===== src/design/lge_pkg.sv =====
// Shared types and constants for the life generation engine.
// Holds the function codes, cell state codes and neighbour count type.
// No dependencies.
`timescale 1ns / 1ps
`default_nettype none

package lge_pkg;

    // Field widths fixed by the item format
    localparam int FUNC_W  = 2;
    localparam int COORD_W = 4;
    localparam int STATE_W = 2;

    // Function codes carried in func
    localparam logic [FUNC_W-1:0] FUNC_WRITE   = 2'd0;
    localparam logic [FUNC_W-1:0] FUNC_READ    = 2'd1;
    localparam logic [FUNC_W-1:0] FUNC_ADVANCE = 2'd2;

    // Cell state codes reported in cell_state
    localparam logic [STATE_W-1:0] CELL_DEAD  = 2'd0;
    localparam logic [STATE_W-1:0] CELL_ALIVE = 2'd1;
    localparam logic [STATE_W-1:0] CELL_WALL  = 2'd2;

    // Live neighbour count of one cell, zero to eight
    typedef logic [3:0] nbr_count_t;

    // B3/S23 rule thresholds
    localparam nbr_count_t BIRTH_COUNT   = 4'd3;
    localparam nbr_count_t SURVIVE_COUNT = 4'd2;

endpackage

`default_nettype wire


===== src/design/life_generation_engine.sv =====
// Life generation engine: B3/S23 grid with a dead wall ring, two row banks in one memory.
// Write/read item: read the row, modify and write back the bit, then hold the result; advance: a row
// sweep of the memory read port (one row per cycle), then the same row read. One item at a time.
// A finished result waits in the output register while the next item is taken.
// Reset: asynchronous; afterwards a clearing pass zeroes both banks, with in_ready low throughout.
`timescale 1ns / 1ps
`default_nettype none

module life_generation_engine #(
    parameter int GRID_SIDE = 16
) (
    input  wire logic                         clk,
    input  wire logic                         rst_n,
    input  wire logic                         in_valid,
    output logic                              in_ready,
    input  wire logic [lge_pkg::FUNC_W-1:0]   func,
    input  wire logic [lge_pkg::COORD_W-1:0]  row,
    input  wire logic [lge_pkg::COORD_W-1:0]  col,
    input  wire logic                         alive,
    output logic                              out_valid,
    input  wire logic                         out_ready,
    output logic      [lge_pkg::STATE_W-1:0]  cell_state,
    output logic                              generation_done
);

    localparam int SW = $clog2(GRID_SIDE);
    localparam int AW = SW + 1;
    localparam int CW = $clog2(GRID_SIDE + 1);

    typedef enum logic [5:0] {
        S_CLEAR = 6'b000001,
        S_IDLE  = 6'b000010,
        S_ADV   = 6'b000100,
        S_ROW   = 6'b001000,
        S_MOD   = 6'b010000,
        S_DONE  = 6'b100000
    } fsm_state_t;

    fsm_state_t state_reg, state_next;
    logic [AW-1:0] clr_cnt_reg, clr_cnt_next;
    logic [CW-1:0] adv_cnt_reg, adv_cnt_next;
    logic          active_reg, active_next;
    logic          out_valid_reg, out_valid_next;

    logic [lge_pkg::FUNC_W-1:0]  func_reg;
    logic [lge_pkg::COORD_W-1:0] row_reg;
    logic [lge_pkg::COORD_W-1:0] col_reg;
    logic                        alive_reg;
    logic                        wall_reg;
    logic [GRID_SIDE-1:0]        up_reg;
    logic [GRID_SIDE-1:0]        cen_reg;
    logic [lge_pkg::STATE_W-1:0] res_state_reg, res_state_next;
    logic                        res_done_reg, res_done_next;
    logic [lge_pkg::STATE_W-1:0] out_state_reg;
    logic                        out_done_reg;

    logic                 mem_we;
    logic [AW-1:0]        mem_waddr;
    logic [GRID_SIDE-1:0] mem_wdata;
    logic [AW-1:0]        mem_raddr;
    logic [GRID_SIDE-1:0] mem_rdata;
    logic [GRID_SIDE-1:0] rule_row;

    logic                 in_xfer;
    logic                 in_wall;
    logic [SW-1:0]        row_idx;
    logic [SW-1:0]        col_idx;
    logic [CW-1:0]        adv_wr_row;
    logic                 slot_free;

    // Row store holding both banks: bank select is the top address bit
    lge_row_mem #(
        .WIDTH  (GRID_SIDE),
        .ADDR_W (AW)
    ) u_mem (
        .clk   (clk),
        .we    (mem_we),
        .waddr (mem_waddr),
        .wdata (mem_wdata),
        .raddr (mem_raddr),
        .rdata (mem_rdata)
    );

    // Next row from the sliding three-row window
    lge_row_rule #(
        .GRID_SIDE (GRID_SIDE)
    ) u_rule (
        .up_row   (up_reg),
        .mid_row  (cen_reg),
        .dn_row   (mem_rdata),
        .next_row (rule_row)
    );

    // Input side decode
    assign in_ready  = (state_reg == S_IDLE);
    assign in_xfer   = in_valid && in_ready;
    assign in_wall   = (row == '0) || (col == '0) ||
                       (32'(row) >= 32'(GRID_SIDE - 1)) ||
                       (32'(col) >= 32'(GRID_SIDE - 1));
    assign row_idx    = SW'(row_reg);
    assign col_idx    = SW'(col_reg);
    assign adv_wr_row = adv_cnt_reg - CW'(2);
    assign slot_free  = !out_valid_reg || out_ready;

    // Sequencer and memory port control
    always_comb
    begin
        logic [GRID_SIDE-1:0] mod_row;
        logic                 cur_bit;
        logic                 new_bit;

        state_next     = state_reg;
        clr_cnt_next   = clr_cnt_reg;
        adv_cnt_next   = adv_cnt_reg;
        active_next    = active_reg;
        res_state_next = res_state_reg;
        res_done_next  = res_done_reg;
        mem_we         = 1'b0;
        mem_waddr      = '0;
        mem_wdata      = '0;
        mem_raddr      = '0;
        mod_row        = mem_rdata;
        cur_bit        = mem_rdata[col_idx];
        new_bit        = cur_bit;

        unique case (state_reg)
            S_CLEAR:
            begin
                mem_we       = 1'b1;
                mem_waddr    = clr_cnt_reg;
                clr_cnt_next = clr_cnt_reg + AW'(1);
                if (clr_cnt_reg == '1)
                begin
                    state_next = S_IDLE;
                end
            end
            S_IDLE:
            begin
                if (in_xfer)
                begin
                    adv_cnt_next = '0;
                    state_next   = (func == lge_pkg::FUNC_ADVANCE) ? S_ADV : S_ROW;
                end
            end
            S_ADV:
            begin
                // Read source row cnt; write destination row cnt-2
                mem_raddr = {active_reg, adv_cnt_reg[SW-1:0]};
                if (adv_cnt_reg >= CW'(3))
                begin
                    mem_we    = 1'b1;
                    mem_waddr = {~active_reg, adv_wr_row[SW-1:0]};
                    mem_wdata = rule_row;
                end
                adv_cnt_next = adv_cnt_reg + CW'(1);
                if (adv_cnt_reg == CW'(GRID_SIDE))
                begin
                    active_next = ~active_reg;
                    state_next  = S_ROW;
                end
            end
            S_ROW:
            begin
                mem_raddr  = {active_reg, row_idx};
                state_next = S_MOD;
            end
            S_MOD:
            begin
                // Modify the addressed bit and write the row back
                if ((func_reg == lge_pkg::FUNC_WRITE) && !wall_reg)
                begin
                    new_bit          = alive_reg;
                    mod_row[col_idx] = alive_reg;
                    mem_we           = 1'b1;
                    mem_waddr        = {active_reg, row_idx};
                    mem_wdata        = mod_row;
                end
                if (wall_reg)
                begin
                    res_state_next = lge_pkg::CELL_WALL;
                end
                else
                begin
                    res_state_next = new_bit ? lge_pkg::CELL_ALIVE : lge_pkg::CELL_DEAD;
                end
                res_done_next = (func_reg == lge_pkg::FUNC_ADVANCE);
                state_next    = S_DONE;
            end
            S_DONE:
            begin
                if (slot_free)
                begin
                    state_next = S_IDLE;
                end
            end
            default:
            begin
                state_next = S_IDLE;
            end
        endcase
    end

    // Output register: load on completion, drop on transfer
    always_comb
    begin
        out_valid_next = out_valid_reg;
        if ((state_reg == S_DONE) && slot_free)
        begin
            out_valid_next = 1'b1;
        end
        else if (out_valid_reg && out_ready)
        begin
            out_valid_next = 1'b0;
        end
    end

    // Control state
    always_ff @(posedge clk or negedge rst_n)
    begin
        if (!rst_n)
        begin
            state_reg     <= S_CLEAR;
            clr_cnt_reg   <= '0;
            adv_cnt_reg   <= '0;
            active_reg    <= 1'b0;
            out_valid_reg <= 1'b0;
        end
        else
        begin
            state_reg     <= state_next;
            clr_cnt_reg   <= clr_cnt_next;
            adv_cnt_reg   <= adv_cnt_next;
            active_reg    <= active_next;
            out_valid_reg <= out_valid_next;
        end
    end

    // Payload: latched item, row window, result and output
    always_ff @(posedge clk)
    begin
        if (in_xfer)
        begin
            func_reg  <= func;
            row_reg   <= row;
            col_reg   <= col;
            alive_reg <= alive;
            wall_reg  <= in_wall;
        end
        if (state_reg == S_ADV)
        begin
            up_reg  <= cen_reg;
            cen_reg <= mem_rdata;
        end
        res_state_reg <= res_state_next;
        res_done_reg  <= res_done_next;
        if ((state_reg == S_DONE) && slot_free)
        begin
            out_state_reg <= res_state_reg;
            out_done_reg  <= res_done_reg;
        end
    end

    assign out_valid       = out_valid_reg;
    assign cell_state      = out_state_reg;
    assign generation_done = out_done_reg;

    // During a sweep the source and destination banks never coincide
    assert property (@(posedge clk) disable iff (!rst_n)
        (mem_we && (state_reg == S_ADV)) |-> (mem_waddr[AW-1] != mem_raddr[AW-1]))
        else $error("advance writes into the bank it reads");

    // The active bank flips only at the end of a sweep
    assert property (@(posedge clk) disable iff (!rst_n)
        (active_reg != $past(active_reg)) |-> ($past(state_reg) == S_ADV))
        else $error("active bank changed outside an advance");

    // An advance result is read back in S_ROW then S_MOD, directly after the sweep ends
    assert property (@(posedge clk) disable iff (!rst_n)
        ((state_reg == S_MOD) && (func_reg == lge_pkg::FUNC_ADVANCE))
            |-> ($past(state_reg, 2) == S_ADV))
        else $error("advance result read without a completed sweep");

    // A wall cell is never written back
    assert property (@(posedge clk) disable iff (!rst_n)
        (mem_we && (state_reg == S_MOD)) |-> !wall_reg)
        else $error("write back to a wall cell");

    // A finished result waits while the output slot is full
    assert property (@(posedge clk) disable iff (!rst_n)
        ((state_reg == S_DONE) && out_valid_reg && !out_ready) |=> (state_reg == S_DONE))
        else $error("result left while the output register was full");

endmodule

`default_nettype wire


===== src/design/lge_row_mem.sv =====
// Row store for the life generation engine: one write port, one read port.
// Each entry holds one grid row; read data is registered.
// No dependencies.
`timescale 1ns / 1ps
`default_nettype none

module lge_row_mem #(
    parameter int WIDTH  = 16,
    parameter int ADDR_W = 5
) (
    input  wire logic              clk,
    input  wire logic              we,
    input  wire logic [ADDR_W-1:0] waddr,
    input  wire logic [WIDTH-1:0]  wdata,
    input  wire logic [ADDR_W-1:0] raddr,
    output logic      [WIDTH-1:0]  rdata
);

    localparam int DEPTH = 1 << ADDR_W;

    logic [WIDTH-1:0] mem_reg [DEPTH];
    logic [WIDTH-1:0] rdata_reg;

    // Write one row, read one row
    always_ff @(posedge clk)
    begin
        if (we)
        begin
            mem_reg[waddr] <= wdata;
        end
        rdata_reg <= mem_reg[raddr];
    end

    assign rdata = rdata_reg;

endmodule

`default_nettype wire


===== src/design/lge_row_rule.sv =====
// Next-generation logic for one grid row under the B3/S23 rule.
// Takes the rows above, at and below, and forces the wall columns dead.
// Depends on lge_pkg.
`timescale 1ns / 1ps
`default_nettype none

module lge_row_rule #(
    parameter int GRID_SIDE = 16
) (
    input  wire logic [GRID_SIDE-1:0] up_row,
    input  wire logic [GRID_SIDE-1:0] mid_row,
    input  wire logic [GRID_SIDE-1:0] dn_row,
    output logic      [GRID_SIDE-1:0] next_row
);

    // One lane per column; wall columns never live
    for (genvar j = 0; j < GRID_SIDE; j++)
    begin : g_lane
        if (j == 0 || j == GRID_SIDE - 1)
        begin : g_wall
            assign next_row[j] = 1'b0;
        end
        else
        begin : g_cell
            lge_pkg::nbr_count_t nbr;

            // Count the eight neighbours; wall cells are stored dead
            assign nbr = lge_pkg::nbr_count_t'(up_row[j-1]) +
                         lge_pkg::nbr_count_t'(up_row[j]) +
                         lge_pkg::nbr_count_t'(up_row[j+1]) +
                         lge_pkg::nbr_count_t'(mid_row[j-1]) +
                         lge_pkg::nbr_count_t'(mid_row[j+1]) +
                         lge_pkg::nbr_count_t'(dn_row[j-1]) +
                         lge_pkg::nbr_count_t'(dn_row[j]) +
                         lge_pkg::nbr_count_t'(dn_row[j+1]);

            // Birth on three, survival on two or three
            assign next_row[j] = (nbr == lge_pkg::BIRTH_COUNT) ||
                                 ((nbr == lge_pkg::SURVIVE_COUNT) && mid_row[j]);
        end
    end

endmodule

`default_nettype wire


===== config.mk =====
export PLATFORM = sky130hd
export DESIGN_NAME = life_generation_engine
export DESIGN_NICKNAME = d
export VERILOG_FILES = /design/src/design/lge_pkg.sv /design/src/design/life_generation_engine.sv /design/src/design/lge_row_mem.sv /design/src/design/lge_row_rule.sv
export SDC_FILE = /design/constraint.sdc
export NUM_CORES = 1
export LEC_CHECK = 0
export BUFFER_PORTS_ARGS = -buffer_cell sky130_fd_sc_hd__buf_2
export CAP_MARGIN = 5
export CORE_MARGIN = 4
export CORE_UTILIZATION = 25
export DETAILED_ROUTE_END_ITERATION = 12
export GPL_ROUTABILITY_DRIVEN = 0
export PLACE_DENSITY = 0.42
export SKIP_LAST_GASP = 1
export SLEW_MARGIN = 30
export SYNTH_ARGS = -nofsm -noshare
export SYNTH_HDL_FRONTEND = slang
export SYNTH_SLANG_ARGS = --single-unit
export TNS_END_PERCENT = 10

===== constraint.sdc =====
create_clock -name clk -period 4.8 [get_ports clk]
set_input_delay 0.96 -clock clk [delete_from_list [all_inputs] [get_ports clk]]
set_output_delay 0.96 -clock clk [all_outputs]
set_load 0.02 [all_outputs]

# Word level (Yosys, flattened, before mapping)
# Memory sizes are Yosys's and may differ from the RTL's. A register that Yosys moved wholly into a read port is not among the register bits.
# Cells that the tools add are included.
dict set report totals {
  mem_bits_rw 512
  register_bits 68
  mem_count 1
}
# name words word_bits read_ports rd_ports_with_merged_regs write_ports line_no
set mem_list {}
lappend mem_list {u_mem.mem_reg 32 16 1 1 1 lge_row_mem.sv:21} ;# logic [WIDTH-1:0] mem_reg [DEPTH];
dict set report op_classes {
  magnitude_cmp 5
  reduce_logical 47
  mux 30
  bitwise 1
  n_eq_ne 42
  addsub 101
}
# cell count
set ops {}
lappend ops {{adder 4 x 1 -> 4 bit} 84}
lappend ops {{equality test 4 x 2 -> 1 bit (second input constant)} 28}
lappend ops {{case mux 6 bit (6 select lines)} 1}
lappend ops {{case mux 16 bit (2 select lines)} 1}
lappend ops {{adder 1 x 1 -> 2 bit} 14}
lappend ops {{2-to-1 mux 6 bit} 4}
lappend ops {{case mux 5 bit (2 select lines)} 2}
lappend ops {{logical AND 1 bit} 19}
lappend ops {{logical OR 1 bit} 18}
lappend ops {{bitwise mux 16 bit} 1}
lappend ops {{2-to-1 mux 16 bit} 1}
lappend ops {{2-to-1 mux 15 bit} 1}
lappend ops {{2-to-1 mux 5 bit} 3}
lappend ops {{case mux 5 bit (3 select lines)} 1}
lappend ops {{2-to-1 mux 1 bit} 11}
lappend ops {{adder 5 x 1 -> 5 bit (second input constant)} 2}
lappend ops {{equality test 5 bit (second input constant)} 2}
lappend ops {{greater-or-equal comparator 4 bit (second input constant)} 2}
lappend ops {{zero test 4 bit} 2}
lappend ops {{equality test 6 x 1 -> 1 bit (second input constant)} 1}
lappend ops {{equality test 6 x 2 -> 1 bit (second input constant)} 1}
lappend ops {{equality test 6 x 3 -> 1 bit (second input constant)} 1}
lappend ops {{equality test 6 x 4 -> 1 bit (second input constant)} 1}
lappend ops {{equality test 6 x 5 -> 1 bit (second input constant)} 1}
lappend ops {{18 further kinds} 24}

# Longest topological paths before layout
# Gate-level depths: netlist of the first run.
dict set report logic_depth {
  ltp_word 12
  depth_mapped 12
  depth_no_buf 12
}

# Modules after synthesis
# From an unflattened synthesis of the first run, not the netlist that was laid out.
dict set report hier_totals {
  hier_cells 1682
  area_unflattened_um2 26276.5
}
# module cells_per_inst area_per_inst_um2 n_inst
set modules_own_cells {}
lappend modules_own_cells {lge_row_mem 1143 20534.7 1}
lappend modules_own_cells {life_generation_engine 270 3342.0 1}
lappend modules_own_cells {lge_row_rule 269 2399.8 1}

# Worst setup path after synthesis of the first run
# Ideal clock, no wire load.
dict set report synth_timing {
  path_kind {register to register}
  from {register up_reg[4]}
  to {memory u_mem.mem_reg[0][5], data pin}
  arrival_time_ns 3.675
  setup_slack_ns 0.671
  setup_time_ns 0.454
  stages_incl_launch_ff 13
  cell_sequence {edfxtp_1 ha_1 inv_1 fa_1 fa_1 inv_1 fa_1 inv_1 fa_1 a2111oi_0 a21oi_1 or4_1 o21ai_0}
}
dict set report synth_between {
  elab_chain_len 12
  word_cells_on_any_way 13
}
# item line_no
set synth_lines {}
lappend synth_lines {{from (decl)} life_generation_engine.sv:50} ;# logic [GRID_SIDE-1:0] up_reg;
lappend synth_lines {{from (signal assigned)} life_generation_engine.sv:251} ;# up_reg <= cen_reg;
lappend synth_lines {{adder 1 x 1 -> 2 bit (*)} lge_row_rule.sv:28} ;# assign nbr = lge_pkg::nbr_count_t'(up_row[j-1]) +
lappend synth_lines {{adder 4 x 1 -> 4 bit (*)} lge_row_rule.sv:29} ;# lge_pkg::nbr_count_t'(up_row[j]) +
lappend synth_lines {{adder 4 x 1 -> 4 bit (*)} lge_row_rule.sv:30} ;# lge_pkg::nbr_count_t'(up_row[j+1]) +
lappend synth_lines {{adder 4 x 1 -> 4 bit (*)} lge_row_rule.sv:31} ;# lge_pkg::nbr_count_t'(mid_row[j-1]) +
lappend synth_lines {{adder 4 x 1 -> 4 bit (*)} lge_row_rule.sv:32} ;# lge_pkg::nbr_count_t'(mid_row[j+1]) +
lappend synth_lines {{adder 4 x 1 -> 4 bit (*)} lge_row_rule.sv:33} ;# lge_pkg::nbr_count_t'(dn_row[j-1]) +
lappend synth_lines {{adder 4 x 1 -> 4 bit (*)} lge_row_rule.sv:34} ;# lge_pkg::nbr_count_t'(dn_row[j]) +
lappend synth_lines {{equality test 4 x 2 -> 1 bit} lge_row_rule.sv:39} ;# ((nbr == lge_pkg::SURVIVE_COUNT) && mid_row[j]);
lappend synth_lines {{logical AND 1 bit} lge_row_rule.sv:39}
lappend synth_lines {{logical OR 1 bit (*)} lge_row_rule.sv:38} ;# assign next_row[j] = (nbr == lge_pkg::BIRTH_COUNT) ||
lappend synth_lines {{2-to-1 mux 15 bit (*)} life_generation_engine.sv:149} ;# if (adv_cnt_reg >= CW'(3))
lappend synth_lines {{case mux 16 bit (2 select lines) (*)} life_generation_engine.sv:126} ;# unique case (state_reg)
lappend synth_lines {{via mem_wdata[5]} life_generation_engine.sv:59} ;# logic [GRID_SIDE-1:0] mem_wdata;
lappend synth_lines {{to (decl)} lge_row_mem.sv:21}
# Mark *: on every way through the listed nets, which the timed path passes. The rest lies on a longest branch.

# Final worst setup path of the first run
dict set report layout_timing {
  from {register up_reg[11]}
  to {memory u_mem.mem_reg[11][12], data pin}
}
# Same word-level chain as after synthesis.

==> impl_metrics.sql, run 1 <==
INSERT INTO impl_metrics (metric_group, metric, value, unit) VALUES
('global_route', 'grt_pass1_wl', '141000', 'um'),
('yosys', 'async_flop_share', '3.02', '%'),
('critical_path', 'timing.setup.critical_path_class', 'reg2reg', ''),
('die', 'die-width', '344', 'um'),
('clock_tree', 'cts.sink_count', '596', ''),
('critical_path', 'timing.reg2reg.setup_slack', '0.70', 'ns'),
('clock_tree', 'clk_slew_on_worst_s_h_paths', '0.06', 'ns'),
('clock_tree', 'clock_tree.root_cell', 'sky130_fd_sc_hd__clkbuf_16', ''),
('job', 'max_cap_viol_count', '0', ''),
('pwr', 'power.share.switching', '35.0', '%'),
('yosys', 'synth_area_leaders', 'sky130_fd_sc_hd__edfxtp_1 (60%), sky130_fd_sc_hd__fa_1 (4.0%), sky130_fd_sc_hd__nor2_1 (2.2%)', ''),
('die', 'core_area', '111000', 'um^2'),
('place', 'placed_cells_incl_taps', '3650', ''),
('yosys', 'synth_most_common_cell', 'sky130_fd_sc_hd__edfxtp_1', ''),
('sta', 'timing.final.max_slew_violations', '0', ''),
('sta', 'final_hold_viol_count', '0', ''),
('clock_tree', 'ctsLongestPathBuffers', '3', ''),
('sta', 'finalCriticalPeriod', '4.10', 'ns'),
('die', 'floorplan.die_area', '118000', 'um^2'),
('critical_path', 'cp_arrival', '4.54', 'ns'),
('sta', 'setup_total_negative_slack', '0', 'ns'),
('die', 'core.rowCount', '122', ''),
('sta', 'max_clock_freq', '244', 'MHz'),
('sta', 'grt_setup_unrepaired', 'no', ''),
('yosys', 'yosys.cell_types.count', '79', ''),
('die', 'floorplan.initialDensity', '25.3', '%'),
('sta', 'setup_viol', '0', ''),
('yosys', 'yosys.area.top_type', 'sky130_fd_sc_hd__edfxtp_1', ''),
('routing', 'average_wire_per_cell_in_the_routed_design', '25.6', 'um'),
('final_layout', 'finalNonFillerCells', '3786', ''),
('clock_tree', 'cts-buffers-inserted', '72', ''),
('pwr', 'vdd.ir_drop.worst', '0.313', 'mV'),
('final_layout', 'design.final.nets', '2358', ''),
('global_route', 'via_count_of_the_first_global_routing_pass', '20000', ''),
('clock_tree', 'cts_tree', 'built', ''),
('place', 'place.port_buffers', '19', ''),
('sta', 'slew_at_the_pin_closest_to_its_max_slew_limit', '1.06', 'ns'),
('yosys', 'post_synth_inst_count', '2182', ''),
('sta', 'worst_relative_slew_slack', '29.4', '%'),
('global_route', 'largest_net_degree_at_the_start_of_global_routing', '66', ''),
('final_layout', 'insertedDiodeCount', '0', ''),
('clock_tree', 'cts-resized-gates', '0', ''),
('pwr', 'combinationalPowerShare', '28.6', '%'),
('yosys', 'synthesis.area_per_instance', '12.9', 'um^2'),
('die', 'chipHeight', '344', 'um'),
('clock_tree', 'post-cts-setup-buffers', '0', ''),
('routing', 'dr_total_vias', '19800', ''),
('yosys', 'postSynth.topFlopCell', 'sky130_fd_sc_hd__edfxtp_1', ''),
('final_layout', 'post_route_cells_drive_above_1_share', '13.1', '%'),
('pwr', 'cell_internal_pwr', '10.5', 'mW'),
('global_route', 'grt_antenna_before_repair', '2', ''),
('critical_path', 'cp-end-kind', 'register', ''),
('yosys', 'synthTopCellsByCount', 'sky130_fd_sc_hd__edfxtp_1 (562), sky130_fd_sc_hd__nor2_1 (166), sky130_fd_sc_hd__inv_1 (149), sky130_fd_sc_hd__a21oi_1 (119), sky130_fd_sc_hd__nand2_1 (112)', ''),
('yosys', 'syn-cell-area', '28200', 'um^2'),
('clock_tree', 'clk-insertion-delay-late', '0.64', 'ns'),
('yosys', 'synth_edf_count', '562', ''),
('global_route', 'grt_util_all_layers', '16.2', '%'),
('clock_tree', 'h-tree-depth', '3', ''),
('critical_path', 'worstPathMaxFanout', '17', ''),
('final_layout', 'area_delta_synth_final', '17.4', '%'),
('critical_path', 'reg2regPathDepth', '11', ''),
('yosys', 'synth_nets', '2302', ''),
('final_layout', 'largest_register_ff_count', '512', ''),
('critical_path', 'crit_required', '5.25', 'ns'),
('clock_tree', 'cts_hold_buf', '0', ''),
('routing', 'finalWirelength', '96900', 'um'),
('routing', 'vias_per_cell', '5.22', ''),
('run_status', 'run_status', 'completed', ''),
('routing', 'drc_violation_total_after_the_first_tritonroute_iteration', '1742', ''),
('critical_path', 'r2r-start', 'up_reg[11]', ''),
('yosys', 'yosysTopAreaCellShare', '59.9', '%');
metal layers:
| metal | part of all wire [%] | wire length [um] | global-route usage, % |
|---|---|---|---|
| met1 | 45 | 44100 | 22.7 |
| met4 | 3.0 | 2960 | 5.09 |
| met2 | 46 | 44200 | 25.7 |
| met3 | 5.8 | 5660 | 2.68 |
| met5 | 0 | 0 | 0 |
cell usage in the layout (no fill, tap or decap), types with 36 or more instances in the layout:
| cell | count |
|---|---|
| sky130_fd_sc_hd__edfxtp_1 | 562 |
| sky130_fd_sc_hd__a21oi_1 | 118 |
| sky130_fd_sc_hd__nand2_1 | 111 |
| sky130_fd_sc_hd__and3_1 | 51 |
| sky130_fd_sc_hd__fa_1 | 56 |
| sky130_fd_sc_hd__a2111oi_0 | 44 |
| sky130_fd_sc_hd__inv_1 | 149 |
| sky130_fd_sc_hd__clkbuf_16 | 73 |
| sky130_fd_sc_hd__nor2_1 | 164 |
| sky130_fd_sc_hd__buf_4 | 116 |
| sky130_fd_sc_hd__nand3_1 | 36 |
| sky130_fd_sc_hd__ha_1 | 49 |
worst max path at each step:
stage                from                     to  slack, ns  cells after the start
3_3_place_gp   up_reg[13]   u_mem.mem_reg[1][14]       0.57                     12
3_5_place_dp   up_reg[11]  u_mem.mem_reg[13][12]       0.69                     11
6_report       up_reg[11]  u_mem.mem_reg[11][12]       0.70                     11
4_1_cts        up_reg[11]  u_mem.mem_reg[11][12]       0.65                     11
2_1_floorplan   up_reg[4]    u_mem.mem_reg[0][5]       0.67                     12
5_1_grt         up_reg[7]    u_mem.mem_reg[7][7]       0.40                     13
worst max-delay path, stage by stage (launching register included):
cell and delay [ns]:
sky130_fd_sc_hd__edfxtp_1 0.44, sky130_fd_sc_hd__ha_1 0.31, sky130_fd_sc_hd__inv_1 0.07, sky130_fd_sc_hd__fa_1 0.42
sky130_fd_sc_hd__fa_1 0.49, sky130_fd_sc_hd__inv_1 0.05, sky130_fd_sc_hd__fa_1 0.37, sky130_fd_sc_hd__inv_1 0.08
sky130_fd_sc_hd__fa_1 0.39, sky130_fd_sc_hd__or4_1 0.55, sky130_fd_sc_hd__o21ai_2 0.36, sky130_fd_sc_hd__buf_4 0.35
power by group through the flow:
stage               clock network, mW  logic [mW]  registers, mW
finish                           5.39        4.63           6.20
global route                     5.75        5.10           6.23
CTS                              5.52        4.64           6.20
detailed placement                  0        4.63           6.31
global placement                    0        4.48           6.30
floorplan                           0        2.99           6.06
cells by family (layout without fill, tap and decap cells):
kind of cell | count (synthesis) | after routing | share of synthesized area (%)
compound gates | 547 | 547 | 14.4
xor+xnor | 5 | 5 | 0.155
fa+ha+maj | 105 | 105 | 6.15
buf+inv | 313 | 429 | 4.41
flops | 596 | 596 | 62.6
mux | 40 | 40 | 1.65
simple gates | 576 | 576 | 10.6
per-stage QoR:
stage | utilization (%) | hold WS [ns] | instance area [um^2] | worst slack, ns
after floorplan | - | 0.400 | 28200 | 0.671
after global placement | 27.6 | 0.402 | 30700 | 0.572
after detailed placement | 27.6 | 0.406 | 30700 | 0.695
after CTS | 29.7 | 0.252 | 33000 | 0.646
after global routing | 29.7 | 0.292 | 33100 | 0.399
final | 29.7 | 0.274 | 33100 | 0.703
area by class of cell:
class / count / area [um^2]
clock buffers: 94 / 1910
clock inverters: 40 / 390
fillers: 11100 / 78200
inverters: 151 / 567
multi-input cells: 1273 / 9560
flip-flops and latches: 596 / 17700
well taps: 1488 / 1860
repair buffers: 144 / 1140
Note: power is estimated with default switching activity, not from simulation.
==> run 2, diff against run 1 <==
--- a/config.mk
+++ b/config.mk
@@ -11,6 +11,7 @@
 export CORE_UTILIZATION = 25
 export DETAILED_ROUTE_END_ITERATION = 12
 export GPL_ROUTABILITY_DRIVEN = 0
+export GPL_TIMING_DRIVEN = 0
 export PLACE_DENSITY = 0.42
 export SKIP_LAST_GASP = 1
 export SLEW_MARGIN = 30
==> impl_metrics.sql, run 2 (same netlist as run 1, synthesis figures left out) <==
INSERT INTO impl_metrics (metric_group, metric, value, unit) VALUES
('routing', 'vias_per_cell', '5.19', ''),
('global_route', 'global_route.usage.met1', '22.5', '%'),
('clock_tree', 'clk-insertion-delay-late', '0.63', 'ns'),
('die', 'die-width', '344', 'um'),
('sta', 'finalCriticalPeriod', '4.52', 'ns'),
('pwr', 'total_leakage_power', '12.3', 'nW'),
('critical_path', 'cp_arrival', '4.96', 'ns'),
('final_layout', 'final_design_area_no_fill', '33600', 'um^2'),
('clock_tree', 'h-tree-depth', '3', ''),
('sta', 'layout_worst_path_cycle_share', '94.1', '%'),
('critical_path', 'worstPathMaxFanout', '10', ''),
('global_route', 'largest_net_degree_at_the_start_of_global_routing', '41', ''),
('global_route', 'groute.layer.met3.usage', '2.98', '%'),
('sta', 'slew_at_the_pin_closest_to_its_max_slew_limit', '1.09', 'ns'),
('critical_path', 'critical_path_buf_inv_count', '4', ''),
('global_route', 'grt_most_used_layer', 'met2', ''),
('place', 'place_hpwl', '75200', 'um'),
('global_route', 'use_met2', '26.7', '%'),
('die', 'design.portCount', '20', ''),
('die', 'floorplan.die_area', '118000', 'um^2'),
('routing', 'drc', '0', ''),
('sta', 'grt_setup_unrepaired', 'no', ''),
('routing', 'finalWirelength', '102000', 'um'),
('routing', 'dr_total_vias', '20100', ''),
('sta', 'final_hold_viol_count', '0', ''),
('global_route', 'grt_pass1_wl', '145000', 'um'),
('global_route', 'globalRouteOverflowTotal', '0', ''),
('clock_tree', 'cts_tree', 'built', ''),
('sta', 'setup_total_negative_slack', '0', 'ns'),
('critical_path', 'path_cells', 'buf_2 > buf_2 > clkbuf_1 > clkbuf_1 > nand4b_1 > o2111ai_1 > o32ai_1 > o32ai_1 > nor3_1 > a31oi_1', ''),
('critical_path', 'critPathTopFamily', 'buffers and inverters', ''),
('clock_tree', 'cts-buffers-inserted', '68', ''),
('job', 'max_cap_viol_count', '0', ''),
('place', 'place.port_buffers', '19', ''),
('final_layout', 'design.final.nets', '2446', ''),
('sta', 'timing.final.max_slew_violations', '0', ''),
('worst_hold_path', 'hold_class', 'in2async', ''),
('sta', 'worst_relative_slew_slack', '26.5', '%'),
('final_layout', 'largest_register_ff_count', '512', ''),
('clock_tree', 'cts.sink_count', '596', ''),
('clock_tree', 'cts_hold_buf', '0', ''),
('final_layout', 'mostFrequentLayoutCells', 'sky130_fd_sc_hd__edfxtp_1 (562), sky130_fd_sc_hd__inv_1 (149), sky130_fd_sc_hd__nor2_1 (141)', ''),
('sta', 'setup_viol', '0', ''),
('critical_path', 'worst_path_max_delay_cell', 'sky130_fd_sc_hd__nor3_1', ''),
('critical_path', 'timing.setup.critical_path_class', 'reg2reg', ''),
('die', 'core.rowCount', '122', ''),
('pwr', 'post-layout-total-power', '16.2', 'mW'),
('final_layout', 'post_route_cells_drive_above_1_share', '12.4', '%'),
('global_route', 'via_count_of_the_first_global_routing_pass', '20000', ''),
('critical_path', 'crit_required', '5.24', 'ns'),
('clock_tree', 'ctsLongestPathBuffers', '3', ''),
('die', 'chipHeight', '344', 'um'),
('die', 'floorplan.initialDensity', '25.3', '%'),
('run_status', 'run_status', 'completed', ''),
('routing', 'average_wire_per_cell_in_the_routed_design', '26.4', 'um'),
('final_layout', 'finish.utilization', '30.2', '%'),
('final_layout', 'area_delta_synth_final', '19.1', '%'),
('pwr', 'power.density_cell_area', '483', 'nW/um^2'),
('global_route', 'grt_antenna_before_repair', '3', ''),
('critical_path', 'cp-end-kind', 'register', ''),
('routing', 'drt.antenna.violating_nets', '0', ''),
('global_route', 'grt_util_all_layers', '16.9', '%'),
('final_layout', 'layout_commonest_cell', 'sky130_fd_sc_hd__edfxtp_1', ''),
('sta', 'final.setup_skew', '0.0254', 'ns'),
('die', 'core_area', '111000', 'um^2'),
('clock_tree', 'clock_tree.root_cell', 'sky130_fd_sc_hd__clkbuf_16', ''),
('sta', 'max_clock_freq', '221', 'MHz'),
('place', 'place_area', '31300', 'um^2'),
('pwr', 'vdd.ir_drop.worst', '0.228', 'mV'),
('critical_path', 'cp-start-kind', 'register', ''),
('routing', 'drc_violation_total_after_the_first_tritonroute_iteration', '2233', ''),
('critical_path', 'cp_slowest_stage_delay', '0.93', 'ns'),
('clock_tree', 'clk_slew_on_worst_s_h_paths', '0.05', 'ns'),
('routing', 'first_pass_iters', '7', '');
## run 2: cell types whose count changed in the layout (fill, tap and decap cells not counted), moves of 9 or more
cell	change
sky130_fd_sc_hd__a2111oi_0	-17
sky130_fd_sc_hd__nor2_1	-23
sky130_fd_sc_hd__buf_1	+13
sky130_fd_sc_hd__buf_16	+17
sky130_fd_sc_hd__buf_4	-92
sky130_fd_sc_hd__clkbuf_1	+97
sky130_fd_sc_hd__a2111oi_1	+14
sky130_fd_sc_hd__buf_6	+10
sky130_fd_sc_hd__buf_2	+41
sky130_fd_sc_hd__nor2_2	+9
sky130_fd_sc_hd__nor2_4	+14
## run 2: metal layers
layer | part of all wire [%] | up-vias
li1 | - | 8772
met1 | 43 | 10300
met2 | 45 | 857
met3 | 7.0 | 184
met4 | 5.1 | 2
met5 | 0.013 | -
## run 2: what timing repair did
action / 4_1_cts / 5_1_grt
endpoints found under the setup margin: 157 / 151
buffers inserted: 0 / 2
resized for setup: 5 / 1
pin swaps: 0 / 2
## run 2: through the flow
step                hold slack, ns  setup WS, ns  cells
floorplan                    0.400         0.671   2182
detailed placement           0.406        -0.267   3741
CTS                          0.259       -0.0174   3863
finish                       0.278         0.284   3869
global placement             0.401         -3.51   3689
global route                 0.304        0.0198   3866
## run 2: path summary, 6_finish.rpt
| check | from | end | cells after the start | slack (ns) |
|---|---|---|---|---|
| setup / recovery | state_reg[2] | u_mem.rdata[7] | 10 | 0.28 |
| hold / removal | rst_n | state_reg[3] | 1 | 0.28 |
| setup reg to reg | state_reg[2] | u_mem.rdata[7] | 10 | 0.28 |
| hold reg to reg | res_state_reg[0] | cell_state[0] | 0 | 0.42 |
| max in group asynchronous | rst_n | state_reg[0] | 1 | 4.19 |
| min in group clk | res_state_reg[0] | cell_state[0] | 0 | 0.42 |
## run 2: layout make-up
type	instances	area, um^2
antenna	3	7.51
inverter	151	572
clock buffer	86	1830
fill	11000	77700
multi-input combinational	1273	9720
tap	1488	1860
clock inverter	36	329
timing repair buffer	74	930
buffer	162	679
sequential	596	17600
## run 2: report_power, final
group / internal [mW] / switching, mW / total (mW)
registers: 5.83 / 0.249 / 6.08
clock network: 2.98 / 2.16 / 5.14
logic: 1.53 / 3.46 / 4.99
